<file path="config.mk">
export PLATFORM = sky130hd
export DESIGN_NAME = bootloader_erase_program_engine_top
export DESIGN_NICKNAME = d
export VERILOG_FILES = /design/src/hdl/bepe_pkg.sv /design/src/hdl/bepe_ram.sv /design/src/hdl/bootloader_erase_program_engine_top.sv
export SDC_FILE = /design/constraint.sdc
export NUM_CORES = 2
export LEC_CHECK = 0
export BUFFER_PORTS_ARGS = -buffer_cell sky130_fd_sc_hd__clkbuf_2
export CAP_MARGIN = 20
export CORE_MARGIN = 3
export CORE_UTILIZATION = 55
export DETAILED_ROUTE_END_ITERATION = 8
export PLACE_DENSITY = 0.71
export SETUP_SLACK_MARGIN = 0.4
export SLEW_MARGIN = 20
export SYNTH_ARGS = -nofsm -noshare
export SYNTH_HDL_FRONTEND = slang
export SYNTH_SLANG_ARGS = --single-unit
</file>
<file path="constraint.sdc">
create_clock -name i_clk -period 8.8 [get_ports i_clk]
set_input_delay 0.88 -clock i_clk [delete_from_list [all_inputs] [get_ports i_clk]]
set_output_delay 0.88 -clock i_clk [all_outputs]
set_load 0.01 [all_outputs]
</file>
<file path="src/hdl/bepe_pkg.sv">
// ----------------------------------------------------------------------------
// bepe_pkg
// Shared types and codes of the bootloader erase and program engine.
// ----------------------------------------------------------------------------
package bepe_pkg;

    localparam int MAX_WORDS_DEF = 63;
    localparam int IDX_W         = 6;
    localparam int CFG_IDX_W     = 3;
    localparam int CFG_DATA_W    = 32;

    localparam logic [CFG_IDX_W-1:0] REG_REGION_START = 3'd0;
    localparam logic [CFG_IDX_W-1:0] REG_PAGE_LOG2    = 3'd1;
    localparam logic [CFG_IDX_W-1:0] REG_APP_PAGES    = 3'd2;
    localparam logic [CFG_IDX_W-1:0] REG_DATA_PAGES   = 3'd3;
    localparam logic [CFG_IDX_W-1:0] REG_OBF_KEY      = 3'd4;

    localparam logic [1:0] KIND_ERASE  = 2'd0;
    localparam logic [1:0] KIND_PROG   = 2'd1;
    localparam logic [1:0] KIND_STATUS = 2'd2;

    localparam logic CHAN_ERASE = 1'b0;
    localparam logic CHAN_PROG  = 1'b1;

    typedef struct packed {
        logic       action;
        logic [7:0] data_byte;
        logic       end_of_packet;
        logic       include_data_area;
    } t_in_item;

    typedef struct packed {
        logic [1:0]  kind;
        logic [31:0] address;
        logic [15:0] halfword;
        logic        channel;
        logic        success;
        logic        final_item;
    } t_out_item;

endpackage

</file>
<file path="src/hdl/bepe_ram.sv">
// ----------------------------------------------------------------------------
// bepe_ram
// Generic single-port-write, single-port-read RAM with registered read data.
// ----------------------------------------------------------------------------
module bepe_ram #(
    parameter int WIDTH  = 16,
    parameter int DEPTH  = 63,
    parameter int ADDR_W = (DEPTH > 1) ? $clog2(DEPTH) : 1
) (
    input  logic              i_clk,
    input  logic              i_we,
    input  logic [ADDR_W-1:0] i_waddr,
    input  logic [WIDTH-1:0]  i_wdata,
    input  logic              i_re,
    input  logic [ADDR_W-1:0] i_raddr,
    output logic [WIDTH-1:0]  o_rdata
);

    logic [WIDTH-1:0] r_mem [DEPTH];
    logic [WIDTH-1:0] r_rdata;

    always_ff @(posedge i_clk) begin
        if (i_we) begin
            r_mem[i_waddr] <= i_wdata;
        end
        if (i_re) begin
            r_rdata <= r_mem[i_raddr];
        end
    end

    assign o_rdata = r_rdata;

endmodule

</file>
<file path="src/hdl/bootloader_erase_program_engine_top.sv">
// ----------------------------------------------------------------------------
// bootloader_erase_program_engine_top
// Erase and program command engine: page erase sweeps and packet programming.
// ----------------------------------------------------------------------------
//  Channel   Direction  Handshake                  Payload
//  in        input      i_in_valid / o_in_ready    i_in_item  (t_in_item)
//  out       output     o_out_valid / i_out_ready  o_out_item (t_out_item)
//  cfg       input      i_cfg_we                   i_cfg_index, i_cfg_data
//
//  A packet byte without end of packet leaves the engine idle, ready for the
//  next byte. An erase command emits one erase request per page and then its
//  status. A final packet byte starts the checks (limit, end, compare, low
//  bound; only the first when nothing is erased or the packet is shorter than
//  six bytes) and then, if accepted, a buffer read and an emit per halfword,
//  then the status; the shared 38-bit adder and the registered buffer read set
//  this order. Reset is synchronous and active low. A stalled output holds the sequencer in place.
// ----------------------------------------------------------------------------
module bootloader_erase_program_engine_top
    import bepe_pkg::*;
#(
    parameter int MAX_WORDS = MAX_WORDS_DEF
) (
    input  logic                  i_clk,
    input  logic                  i_rst_n,
    input  logic                  i_in_valid,
    output logic                  o_in_ready,
    input  t_in_item              i_in_item,
    output logic                  o_out_valid,
    input  logic                  i_out_ready,
    output t_out_item             o_out_item,
    input  logic                  i_cfg_we,
    input  logic [CFG_IDX_W-1:0]  i_cfg_index,
    input  logic [CFG_DATA_W-1:0] i_cfg_data
);

    localparam int RAM_AW = (MAX_WORDS > 1) ? $clog2(MAX_WORDS) : 1;
    localparam int ALU_W  = 38;

    localparam logic [3:0] S_IDLE    = 4'd0;
    localparam logic [3:0] S_ERASE   = 4'd1;
    localparam logic [3:0] S_CHK_LIM = 4'd2;
    localparam logic [3:0] S_CHK_END = 4'd3;
    localparam logic [3:0] S_CHK_CMP = 4'd4;
    localparam logic [3:0] S_CHK_LO  = 4'd5;
    localparam logic [3:0] S_RD      = 4'd6;
    localparam logic [3:0] S_EMIT    = 4'd7;
    localparam logic [3:0] S_STAT    = 4'd8;

    // Configuration
    logic [31:0] r_region_start;
    logic [4:0]  r_page_log2;
    logic [4:0]  r_app_pages;
    logic [4:0]  r_data_pages;
    logic [15:0] r_obf_key;

    // Command state
    logic [3:0]       r_state;
    logic             r_erased;
    logic [7:0]       r_plen;
    logic [7:0]       r_len;
    logic [31:0]      r_target;
    logic [7:0]       r_count;
    logic [7:0]       r_low_hold;
    logic [IDX_W-1:0] r_idx;
    logic [IDX_W-1:0] r_pages;
    logic             r_ok;
    logic [ALU_W-1:0] r_lim;
    logic [ALU_W-1:0] r_end;

    logic             r_out_valid;
    t_out_item        r_out;
    t_out_item        n_out;
    logic             emit;
    logic             slot;
    logic             in_fire;

    // Shared adder and shifter
    logic [ALU_W-1:0] alu_a;
    logic [ALU_W-1:0] alu_b;
    logic             alu_sub;
    logic [ALU_W-1:0] alu_sum;
    logic [IDX_W-1:0] shift_in;
    logic [ALU_W-1:0] shift_out;

    // Packet assembly
    logic [7:0]       off;
    logic [6:0]       word_idx;
    logic             ram_we;
    logic             ram_re;
    logic [15:0]      ram_rdata;
    logic [15:0]      hw;
    logic [7:0]       new_len;
    logic [9:0]       expect_len;

    assign o_in_ready = (r_state == S_IDLE);
    assign in_fire    = i_in_valid && o_in_ready;
    assign slot       = !r_out_valid || i_out_ready;

    assign shift_out = {{(ALU_W-IDX_W){1'b0}}, shift_in} << r_page_log2;
    assign alu_sum   = alu_a + (alu_sub ? ~alu_b : alu_b) + {{(ALU_W-1){1'b0}}, alu_sub};

    always_comb begin
        alu_a    = {{(ALU_W-32){1'b0}}, r_region_start};
        alu_b    = shift_out;
        alu_sub  = 1'b0;
        shift_in = r_idx;
        case (r_state)
            S_CHK_LIM: begin
                shift_in = {{(IDX_W-5){1'b0}}, r_app_pages};
            end
            S_CHK_END: begin
                alu_a = {{(ALU_W-32){1'b0}}, r_target};
                alu_b = {{(ALU_W-9){1'b0}}, r_count, 1'b0};
            end
            S_CHK_CMP: begin
                alu_a   = r_lim;
                alu_b   = r_end;
                alu_sub = 1'b1;
            end
            S_CHK_LO: begin
                alu_a   = {{(ALU_W-32){1'b0}}, r_target};
                alu_b   = {{(ALU_W-32){1'b0}}, r_region_start};
                alu_sub = 1'b1;
            end
            S_EMIT: begin
                alu_a = {{(ALU_W-32){1'b0}}, r_target};
                alu_b = {{(ALU_W-IDX_W-1){1'b0}}, r_idx, 1'b0};
            end
            default: begin
            end
        endcase
    end

    // A stored word that is zero or equal to the key passes unchanged.
    assign hw = ((ram_rdata != 16'd0) && (ram_rdata != r_obf_key)) ?
                (ram_rdata ^ r_obf_key) : ram_rdata;

    always_comb begin
        n_out = '0;
        emit  = 1'b0;
        case (r_state)
            S_ERASE: begin
                emit = 1'b1;
                if (r_idx == r_pages) begin
                    n_out.kind       = KIND_STATUS;
                    n_out.channel    = CHAN_ERASE;
                    n_out.success    = 1'b1;
                    n_out.final_item = 1'b1;
                end else begin
                    n_out.kind    = KIND_ERASE;
                    n_out.address = alu_sum[31:0];
                end
            end
            S_EMIT: begin
                emit           = 1'b1;
                n_out.kind     = KIND_PROG;
                n_out.address  = alu_sum[31:0];
                n_out.halfword = hw;
            end
            S_STAT: begin
                emit             = 1'b1;
                n_out.kind       = KIND_STATUS;
                n_out.channel    = CHAN_PROG;
                n_out.success    = r_ok;
                n_out.final_item = 1'b1;
            end
            default: begin
            end
        endcase
    end

    assign off        = r_plen - 8'd6;
    assign word_idx   = off[7:1];
    assign ram_we     = in_fire && !i_in_item.action && (r_plen >= 8'd6) && (r_plen != 8'd255)
                        && off[0] && ({25'd0, word_idx} < MAX_WORDS);
    assign ram_re     = (r_state == S_RD);
    assign new_len    = (r_plen == 8'd255) ? r_plen : r_plen + 8'd1;
    assign expect_len = {1'b0, r_count, 1'b0} + 10'd6;

    bepe_ram #(
        .WIDTH (16),
        .DEPTH (MAX_WORDS),
        .ADDR_W(RAM_AW)
    ) u_buf (
        .i_clk  (i_clk),
        .i_we   (ram_we),
        .i_waddr(word_idx[RAM_AW-1:0]),
        .i_wdata({i_in_item.data_byte, r_low_hold}),
        .i_re   (ram_re),
        .i_raddr(r_idx[RAM_AW-1:0]),
        .o_rdata(ram_rdata)
    );

    always_ff @(posedge i_clk) begin
        if (!i_rst_n) begin
            r_region_start <= '0;
            r_page_log2    <= 5'd10;
            r_app_pages    <= '0;
            r_data_pages   <= '0;
            r_obf_key      <= '0;
        end else if (i_cfg_we) begin
            case (i_cfg_index)
                REG_REGION_START: r_region_start <= i_cfg_data;
                REG_PAGE_LOG2:    r_page_log2    <= i_cfg_data[4:0];
                REG_APP_PAGES:    r_app_pages    <= i_cfg_data[4:0];
                REG_DATA_PAGES:   r_data_pages   <= i_cfg_data[4:0];
                REG_OBF_KEY:      r_obf_key      <= i_cfg_data[15:0];
                default: begin
                end
            endcase
        end
    end

    always_ff @(posedge i_clk) begin
        if (slot && emit) begin
            r_out <= n_out;
        end
    end

    always_ff @(posedge i_clk) begin
        if (!i_rst_n) begin
            r_out_valid <= 1'b0;
        end else if (slot && emit) begin
            r_out_valid <= 1'b1;
        end else if (i_out_ready) begin
            r_out_valid <= 1'b0;
        end
    end

    always_ff @(posedge i_clk) begin
        if (r_state == S_CHK_LIM) begin
            r_lim <= alu_sum;
        end
        if (r_state == S_CHK_END) begin
            r_end <= alu_sum;
        end
    end

    always_ff @(posedge i_clk) begin
        if (!i_rst_n) begin
            r_state    <= S_IDLE;
            r_erased   <= 1'b0;
            r_plen     <= '0;
            r_len      <= '0;
            r_target   <= '0;
            r_count    <= '0;
            r_low_hold <= '0;
            r_idx      <= '0;
            r_pages    <= '0;
            r_ok       <= 1'b0;
        end else begin
            case (r_state)
                S_IDLE: begin
                    if (in_fire) begin
                        if (i_in_item.action) begin
                            r_idx   <= '0;
                            r_pages <= {1'b0, r_app_pages} +
                                       (i_in_item.include_data_area ?
                                        {1'b0, r_data_pages} : {IDX_W{1'b0}});
                            r_state <= S_ERASE;
                        end else begin
                            if ((r_plen >= 8'd1) && (r_plen <= 8'd4)) begin
                                r_target <= {r_target[23:0], i_in_item.data_byte};
                            end else if (r_plen == 8'd5) begin
                                r_count <= i_in_item.data_byte;
                            end else if ((r_plen >= 8'd6) && (r_plen != 8'd255) && !off[0]) begin
                                r_low_hold <= i_in_item.data_byte;
                            end
                            if (i_in_item.end_of_packet) begin
                                r_plen  <= '0;
                                r_len   <= new_len;
                                r_ok    <= r_erased && (new_len >= 8'd6);
                                r_state <= S_CHK_LIM;
                            end else begin
                                r_plen <= new_len;
                            end
                        end
                    end
                end
                S_ERASE: begin
                    if (slot) begin
                        if (r_idx == r_pages) begin
                            r_erased <= 1'b1;
                            r_state  <= S_IDLE;
                        end else begin
                            r_idx <= r_idx + 1'b1;
                        end
                    end
                end
                S_CHK_LIM: begin
                    // The narrow checks need the count byte, which may have
                    // arrived with the final byte itself.
                    if (!r_ok) begin
                        r_state <= S_STAT;
                    end else begin
                        r_ok    <= ({2'b0, r_len} == expect_len) &&
                                   ({24'd0, r_count} <= MAX_WORDS);
                        r_state <= S_CHK_END;
                    end
                end
                S_CHK_END: begin
                    r_state <= S_CHK_CMP;
                end
                S_CHK_CMP: begin
                    if (alu_sum[ALU_W-1]) begin
                        r_ok <= 1'b0;
                    end
                    r_state <= S_CHK_LO;
                end
                S_CHK_LO: begin
                    r_idx <= '0;
                    if (r_ok && !alu_sum[ALU_W-1] && (r_count != 8'd0)) begin
                        r_state <= S_RD;
                    end else begin
                        if (alu_sum[ALU_W-1]) begin
                            r_ok <= 1'b0;
                        end
                        r_state <= S_STAT;
                    end
                end
                S_RD: begin
                    r_state <= S_EMIT;
                end
                S_EMIT: begin
                    if (slot) begin
                        r_idx <= r_idx + 1'b1;
                        if (({2'b0, r_idx} + 8'd1) == r_count) begin
                            r_state <= S_STAT;
                        end else begin
                            r_state <= S_RD;
                        end
                    end
                end
                S_STAT: begin
                    if (slot) begin
                        r_state <= S_IDLE;
                    end
                end
                default: begin
                    r_state <= S_IDLE;
                end
            endcase
        end
    end

    assign o_out_valid = r_out_valid;
    assign o_out_item  = r_out;

`ifndef SYNTHESIS
    a_final_is_status: assert property (@(posedge i_clk) disable iff (!i_rst_n)
        (r_out_valid && r_out.final_item) |-> (r_out.kind == KIND_STATUS))
        else $error("final item is not a status item");

    a_erase_starts: assert property (@(posedge i_clk) disable iff (!i_rst_n)
        (in_fire && i_in_item.action) |=> (r_state == S_ERASE))
        else $error("erase command did not start the page sweep");

    a_erased_sticky: assert property (@(posedge i_clk) disable iff (!i_rst_n)
        !$fell(r_erased))
        else $error("erased flag cleared without reset");

    a_prog_needs_erase: assert property (@(posedge i_clk) disable iff (!i_rst_n)
        (slot && emit && (n_out.kind == KIND_PROG)) |-> (r_erased && r_ok))
        else $error("halfword program issued for a rejected packet");
`endif

endmodule

</file>
## Yosys cells after proc, flatten, opt, wreduce, memory -nomap -nowiden

Memories as Yosys holds them, arrays and structs flattened. A register that Yosys moved wholly into a read port is not among the register bits.
Cells that the tools add are included.

- ROM bits: 0
- Word-level logic and storage cells: 164
- Bits of input ports: 51
- Memories: 1
- Register bits after elaboration: 275
- RAM bits: 1008
- Bits in latches: 0
- Output and inout bits: 55

- $mul: 0
- Bitwise logic cells: 5
- Divide/modulo/power cells: 0
- Multiplexer cells: 44
- Reduce and logical (&&, ||, !) cells: 45
- Equality and inequality tests: 30
- $add $sub $neg: 8
- $lt $le $gt $ge: 6
- Shift-type cells: 1

Memory list:

| name | depth | bits a word | rd ports | clocked after Yosys merged registers in | write ports | RTL line | RTL |
|---|---|---|---|---|---|---|---|
| u_buf.r_mem | 63 | 16 | 1 | 1 | 1 | bepe_ram.sv:19 | `logic [WIDTH-1:0] r_mem [DEPTH];` |

Operator list:

| operator | count |
|---|---|
| one-hot mux 38 bit (4 select lines) | 1 |
| one-hot mux 38 bit (2 select lines) | 1 |
| one-hot mux 32 bit (2 select lines) | 1 |
| two-way mux 4 bit | 10 |
| adder 38 x 1 -> 38 bit | 1 |
| adder 38 bit | 1 |
| two-way mux 38 bit | 1 |
| inverter 38 bit | 1 |
| left shift 6 x 5 -> 38 bit | 1 |
| two-way mux 6 bit | 6 |
| one-hot mux 4 bit (9 select lines) | 1 |
| two-way mux 32 bit | 1 |
| one-hot mux 6 bit (4 select lines) | 1 |
| AND reduction 6 bit | 3 |
| equality test 4 x 3 -> 1 bit (second input constant) | 4 |
| >= comparator 8 x 3 -> 1 bit (second input constant) | 2 |
| two-way mux 16 bit | 1 |
| two-way mux 8 bit | 2 |
| inequality test 16 bit | 1 |
| nonzero test 16 bit | 1 |
| bitwise XOR 16 bit | 1 |
| logical AND 1 bit | 15 |
| inequality test 2 bit (second input constant) | 7 |
| two-way mux 1 bit | 12 |
| other kinds (43) | 63 |

## Longest topological paths before layout

- Depth in word-level cells: 13
- Depth in mapped cells: 21
- Gate-level depth less buffers: 18

## Modules after synthesis

A second synthesis with hierarchy kept.

- Cell total of the unflattened synthesis: 3477
- Area total of the unflattened synthesis: 54393.4 um2

Modules (own cells, without submodules):

| module | seq. area each (um2) | area an instance (um2) | cells each | times used |
|---|---|---|---|---|
| bepe_ram | 30749.5 | 39325.2 | 1816 | 1 |
| bootloader_erase_program_engine_top | 6796.5 | 15068.2 | 1661 | 1 |

## Least setup slack after synthesis

No wires, ideal clock.

- Path type: register -> register
- Start point: reg r_state[1]
- End point: reg r_end[34] (data pin)
- Clock period less this slack: 7.318 ns
- Buffers on the path: 3
- Cell stages (with the launch flop): 19
- Arrival: 7.051 ns
- Slack: 1.482 ns
- Data required time: 8.532 ns
- Cells stage by stage: dfxtp_1 > buf_2 > buf_1 > nand2_1 > nor3_1 > a221o_1 > a221o_1 > nand3_1 > xnor2_1 > ha_1 > clkbuf_1 > a21o_1 > a211o_1 > a41oi_1 > nor4_1 > o21a_1 > a311oi_1 > mux2i_1 > a2111o_1

- Longest elaborated chain between the ends: 8
- Elaborated cells between the ends (all ways): 16
- Classes of those cells: add/sub (2); eq/ne (5); shift (1); mux (5); bitwise (1); reduce/logical (2)

Ends and longest elaborated chain:

| item | RTL line | RTL |
|---|---|---|
| start: declaration | bootloader_erase_program_engine_top.sv:57 | `logic [3:0] r_state;` |
| start signal: assignment | bootloader_erase_program_engine_top.sv:241 | `r_state <= S_IDLE;` |
| start signal: assignment | bootloader_erase_program_engine_top.sv:260 | `r_state <= S_ERASE;` |
| start signal: assignment | bootloader_erase_program_engine_top.sv:273 | `r_state <= S_CHK_LIM;` |
| equality test 4 x 2 -> 1 bit | bootloader_erase_program_engine_top.sv:107 | `case (r_state)` |
| two-way mux 6 bit | bootloader_erase_program_engine_top.sv:107 |  |
| left shift 6 x 5 -> 38 bit | bootloader_erase_program_engine_top.sv:99 | `assign shift_out = {{(ALU_W-IDX_W){1'b0}}, shift_in} << r_page_log2;` |
| one-hot mux 38 bit (4 select lines) | bootloader_erase_program_engine_top.sv:107 |  |
| inverter 38 bit | bootloader_erase_program_engine_top.sv:100 | `assign alu_sum = alu_a + (alu_sub ? ~alu_b : alu_b) + {{(ALU_W-1){1'b0}}, alu_sub};` |
| two-way mux 38 bit | bootloader_erase_program_engine_top.sv:100 |  |
| adder 38 bit | bootloader_erase_program_engine_top.sv:100 |  |
| adder 38 x 1 -> 38 bit (*) | bootloader_erase_program_engine_top.sv:100 |  |
| named net alu_sum[34] | bootloader_erase_program_engine_top.sv:81 | `logic [ALU_W-1:0] alu_sum;` |
| end signal: assignment | bootloader_erase_program_engine_top.sv:235 | `r_end <= alu_sum;` |
| end: declaration | bootloader_erase_program_engine_top.sv:68 | `logic [ALU_W-1:0] r_end;` |

Mark *: on every way through the listed nets, which the timed path passes. The rest lies on a longest branch.
A chain may end at the register's enable or synchronous reset.

## Final worst setup path

Ends and elaborated chain as after synthesis.

==> impl_results.md <==
- Status: complete, no violations
- Antenna violations before repair: 7
- Post-synth EDFFs: 1,153
- Port Buffer Count: 105
- Clock Latency Late Sink: 0.74 ns
- Core region area: 97,600 µm²
- Post-CTS Setup Bufs: 0
- R2R Setup Slk: 2.17 ns
- Ys flop type: edfxtp_1
- Worst-path fanout max: 46
- Slew Viols, Final: 0
- Fin cells: 4,884
- Most common cell after layout, fill and taps aside: edfxtp_1
- Worst Path Required: 9.26 ns
- Worst setup EP type: register
- Max Fclk: 151 MHz
- 1st-iter DRT viols: 3,364
- Placed insts: 4,643
- Width of the die: 321 µm
- Site Rows: 114
- Synth Warn #: 0
- Synthesized area: between 50,000 and 60,000 µm²
- Final Setup Violations: 0
- Total wire length: 146,000 µm
- Synth async-reset ratio: 0%
- Fillers: about 7,000
- Syn Nets: 3,452
- Pleak: roughly 18 nW
- Crit path DAT: around 7.1 ns
- Fin crit period: roughly 6.6 ns
- Nets: around 3,600
- Worst Hold Class: input port to register
- Most frequent cells in the layout: edfxtp_1, nand2_1, mux4_2, nor2_1, a21oi_1
- Post-DRT Antenna Nets: 0
- Post-DP HPWL: ~90,000 µm
- CTS tree: built
- Worst Max-Slew Pin Slew: 1.06 ns
- Mapped Cells: 3,351
- Share of layout cells above drive strength 1: about a fifth
- GRT Overall Usage: 28.6%
- Number of global-route vias before repair: between 30,000 and 40,000
- CTS root buffer: clkbuf_16
- DR DRC count: 0
- Post-layout util: between 60% and 70%
- DR vias/cell: 6.41
- Avg Cell Area, Syn: 16.3 µm²
- Total CTS buffers: roughly 130
- Via count: 31,300
- Ant. Diodes: 0
- Gr ovfl total: 0
- CTS max path bufs: 3
- Worst setup SP type: register
- Max cap viols: 0
- Unrepaired setup endpoints after global routing: false
- Post-route setup TNS: 0 ns
- Die Y-Extent: 321 µm
- Placement Setup Slack: 2.26 ns
- Seq/Total Area, Yosys: 68.7%
- DR pass1 iterations: 5
- Cts repair resizes: 0
- First-pass GRT wire length: 214,000 µm
- GPL Wtd Cong: 0.945
- Final Cycle Share: 75.4%
- CTS sink cnt: around 1,300
- H-tree depth: 4
- DIE AREA: just over 100,000 µm²
- VDD IR max: ~0.26 mV
- Synth Register Bits: 1,299
- Initial Util: between 50% and 60%
- Unique masters post-synth: just under 80
- PwrDens: 209 nW/µm²
- Largest net degree at the start of global routing: between 150 and 200
- Layout area overhead: 12.2%
- Clk slew on worst S/H paths: 0.06 ns
- CP Class: register to register
- Skew final: ~0.032 ns
- Slew headroom: 29.3%
- Io pins: 106
- Final WS setup: 2.17 ns
- Final hold violation count: 0
- WL per Instance: 29.8 µm
- # hold bufs at CTS: 0
-- stage by stage --
stage               area (µm²)  total power [mW]  hold WS (ns)
finish                   61300              12.8         0.373
global route             61300              13.2         0.363
CTS                      61300              12.9         0.333
detailed placement       56900              7.32         0.460
global placement         56900              7.31         0.444
floorplan                54600              7.13         0.432
-- final cells by class --
| cell class | count | area (µm²) | share of cell area (%) |
|---|---|---|---|
| Clock buffer | 177 | 3610 | 5.88 |
| Clock inverter | 64 | 798 | 1.30 |
| Inverter | 35 | 141 | 0.231 |
| Multi-Input combinational cell | 1830 | 16300 | 26.5 |
| Sequential cell | 1299 | 37600 | 61.3 |
| Tap cell | 1276 | 1600 | 2.60 |
| Timing Repair Buffer | 203 | 1290 | 2.10 |
-- Yosys cell counts (all sizes together) (7+ instances only) --
cell | number | area (µm²)
and3 | 12 | 75.1
nor4 | 18 | 113
a221oi | 10 | 87.6
o21ai | 80 | 400
nand2 | 373 | 1400
mux4 | 324 | 7310
inv | 35 | 139
nor2b | 16 | 100
nand2b | 19 | 126
xnor2 | 72 | 631
nand4 | 19 | 119
o21a | 13 | 97.6
nor3 | 32 | 160
clkbuf | 139 | 522
a21oi | 179 | 896
a211oi | 10 | 80.1
ha | 48 | 601
or3 | 9 | 56.3
dfxtp | 146 | 2920
a221o | 14 | 140
xor2 | 48 | 420
and2 | 40 | 250
a21o | 29 | 218
o211ai | 8 | 60.1
buf | 48 | 198
mux2i | 71 | 711
edfxtp | 1153 | 34600
a22oi | 38 | 285
nand3 | 30 | 150
o21bai | 7 | 52.6
nor2 | 225 | 845
-- metal layers --
metal,routed length [µm],track usage [%],vias up
li1,-,-,13400
met5,55,0,-
met2,73600,48.3,1408
met1,54500,36.7,16100
met3,9620,4.56,339
met4,7890,13.8,8
-- state kept, by name, indices dropped and copies added, names as in the netlist, 16 cells and up --
name / count
r_target: 32
u_buf.o_rdata: 16
r_region_start: 32
r_obf_key: 16
r_end: 38
o_out_item: 53
r_lim: 38
u_buf.r_mem: 1008
-- power by group --
group	total, mW	internal [mW]	leakage [nW]	switching, mW
sequential	6.76	6.72	10.5	0.0443
combinational	0.424	0.140	5.75	0.284
clock	5.65	3.29	2.11	2.36
total	12.8	10.2	18.4	2.69
-- final timing paths --
path                                 from                               to  cells after the start
setup / recovery  r_state[1]$_SDFFE_PN0P_              r_end[34]$_DFFE_PN_                     18
setup reg to reg  r_state[1]$_SDFFE_PN0P_              r_end[34]$_DFFE_PN_                     18
hold / removal             i_cfg_data[31]  r_region_start[31]$_SDFFE_PN0P_                      3
hold reg to reg     r_len[0]$_SDFFE_PN0P_            r_len[0]$_SDFFE_PN0P_                      2
-- logic make-up (layout without fill, tap and decap cells) --
kind of cell / count (synthesis) / count (layout) / synth area share, %
buffers and inverters: 222 / 479 / 1.57
multiplexers: 398 / 398 / 14.7
XOR/XNOR: 122 / 122 / 2.01
AO/OA/AOI/OAI: 444 / 444 / 5.24
adder cells (fa/ha/maj): 50 / 50 / 1.17
AND/OR/NAND/NOR: 816 / 816 / 6.56
flip-flops: 1299 / 1299 / 68.7
-- worst max-delay path: stages, from the launching register on --
cell	delay (ns)
dfxtp_1	0.81
or4b_1	0.75
inv_8	0.43
mux2i_1	0.24
mux2i_1	0.11
mux2i_1	0.36
o21ai_0	0.19
a21oi_1	0.37
nor2_1	0.12
xor2_1	0.16
ha_1	0.40
a21o_1	0.23
a211oi_1	0.35
o21a_1	0.17
o21ai_0	0.14
o21a_1	0.34
a311oi_1	0.59
mux2i_1	0.16
a2111o_1	0.43
Note: power is estimated with default switching activity, not from simulation.
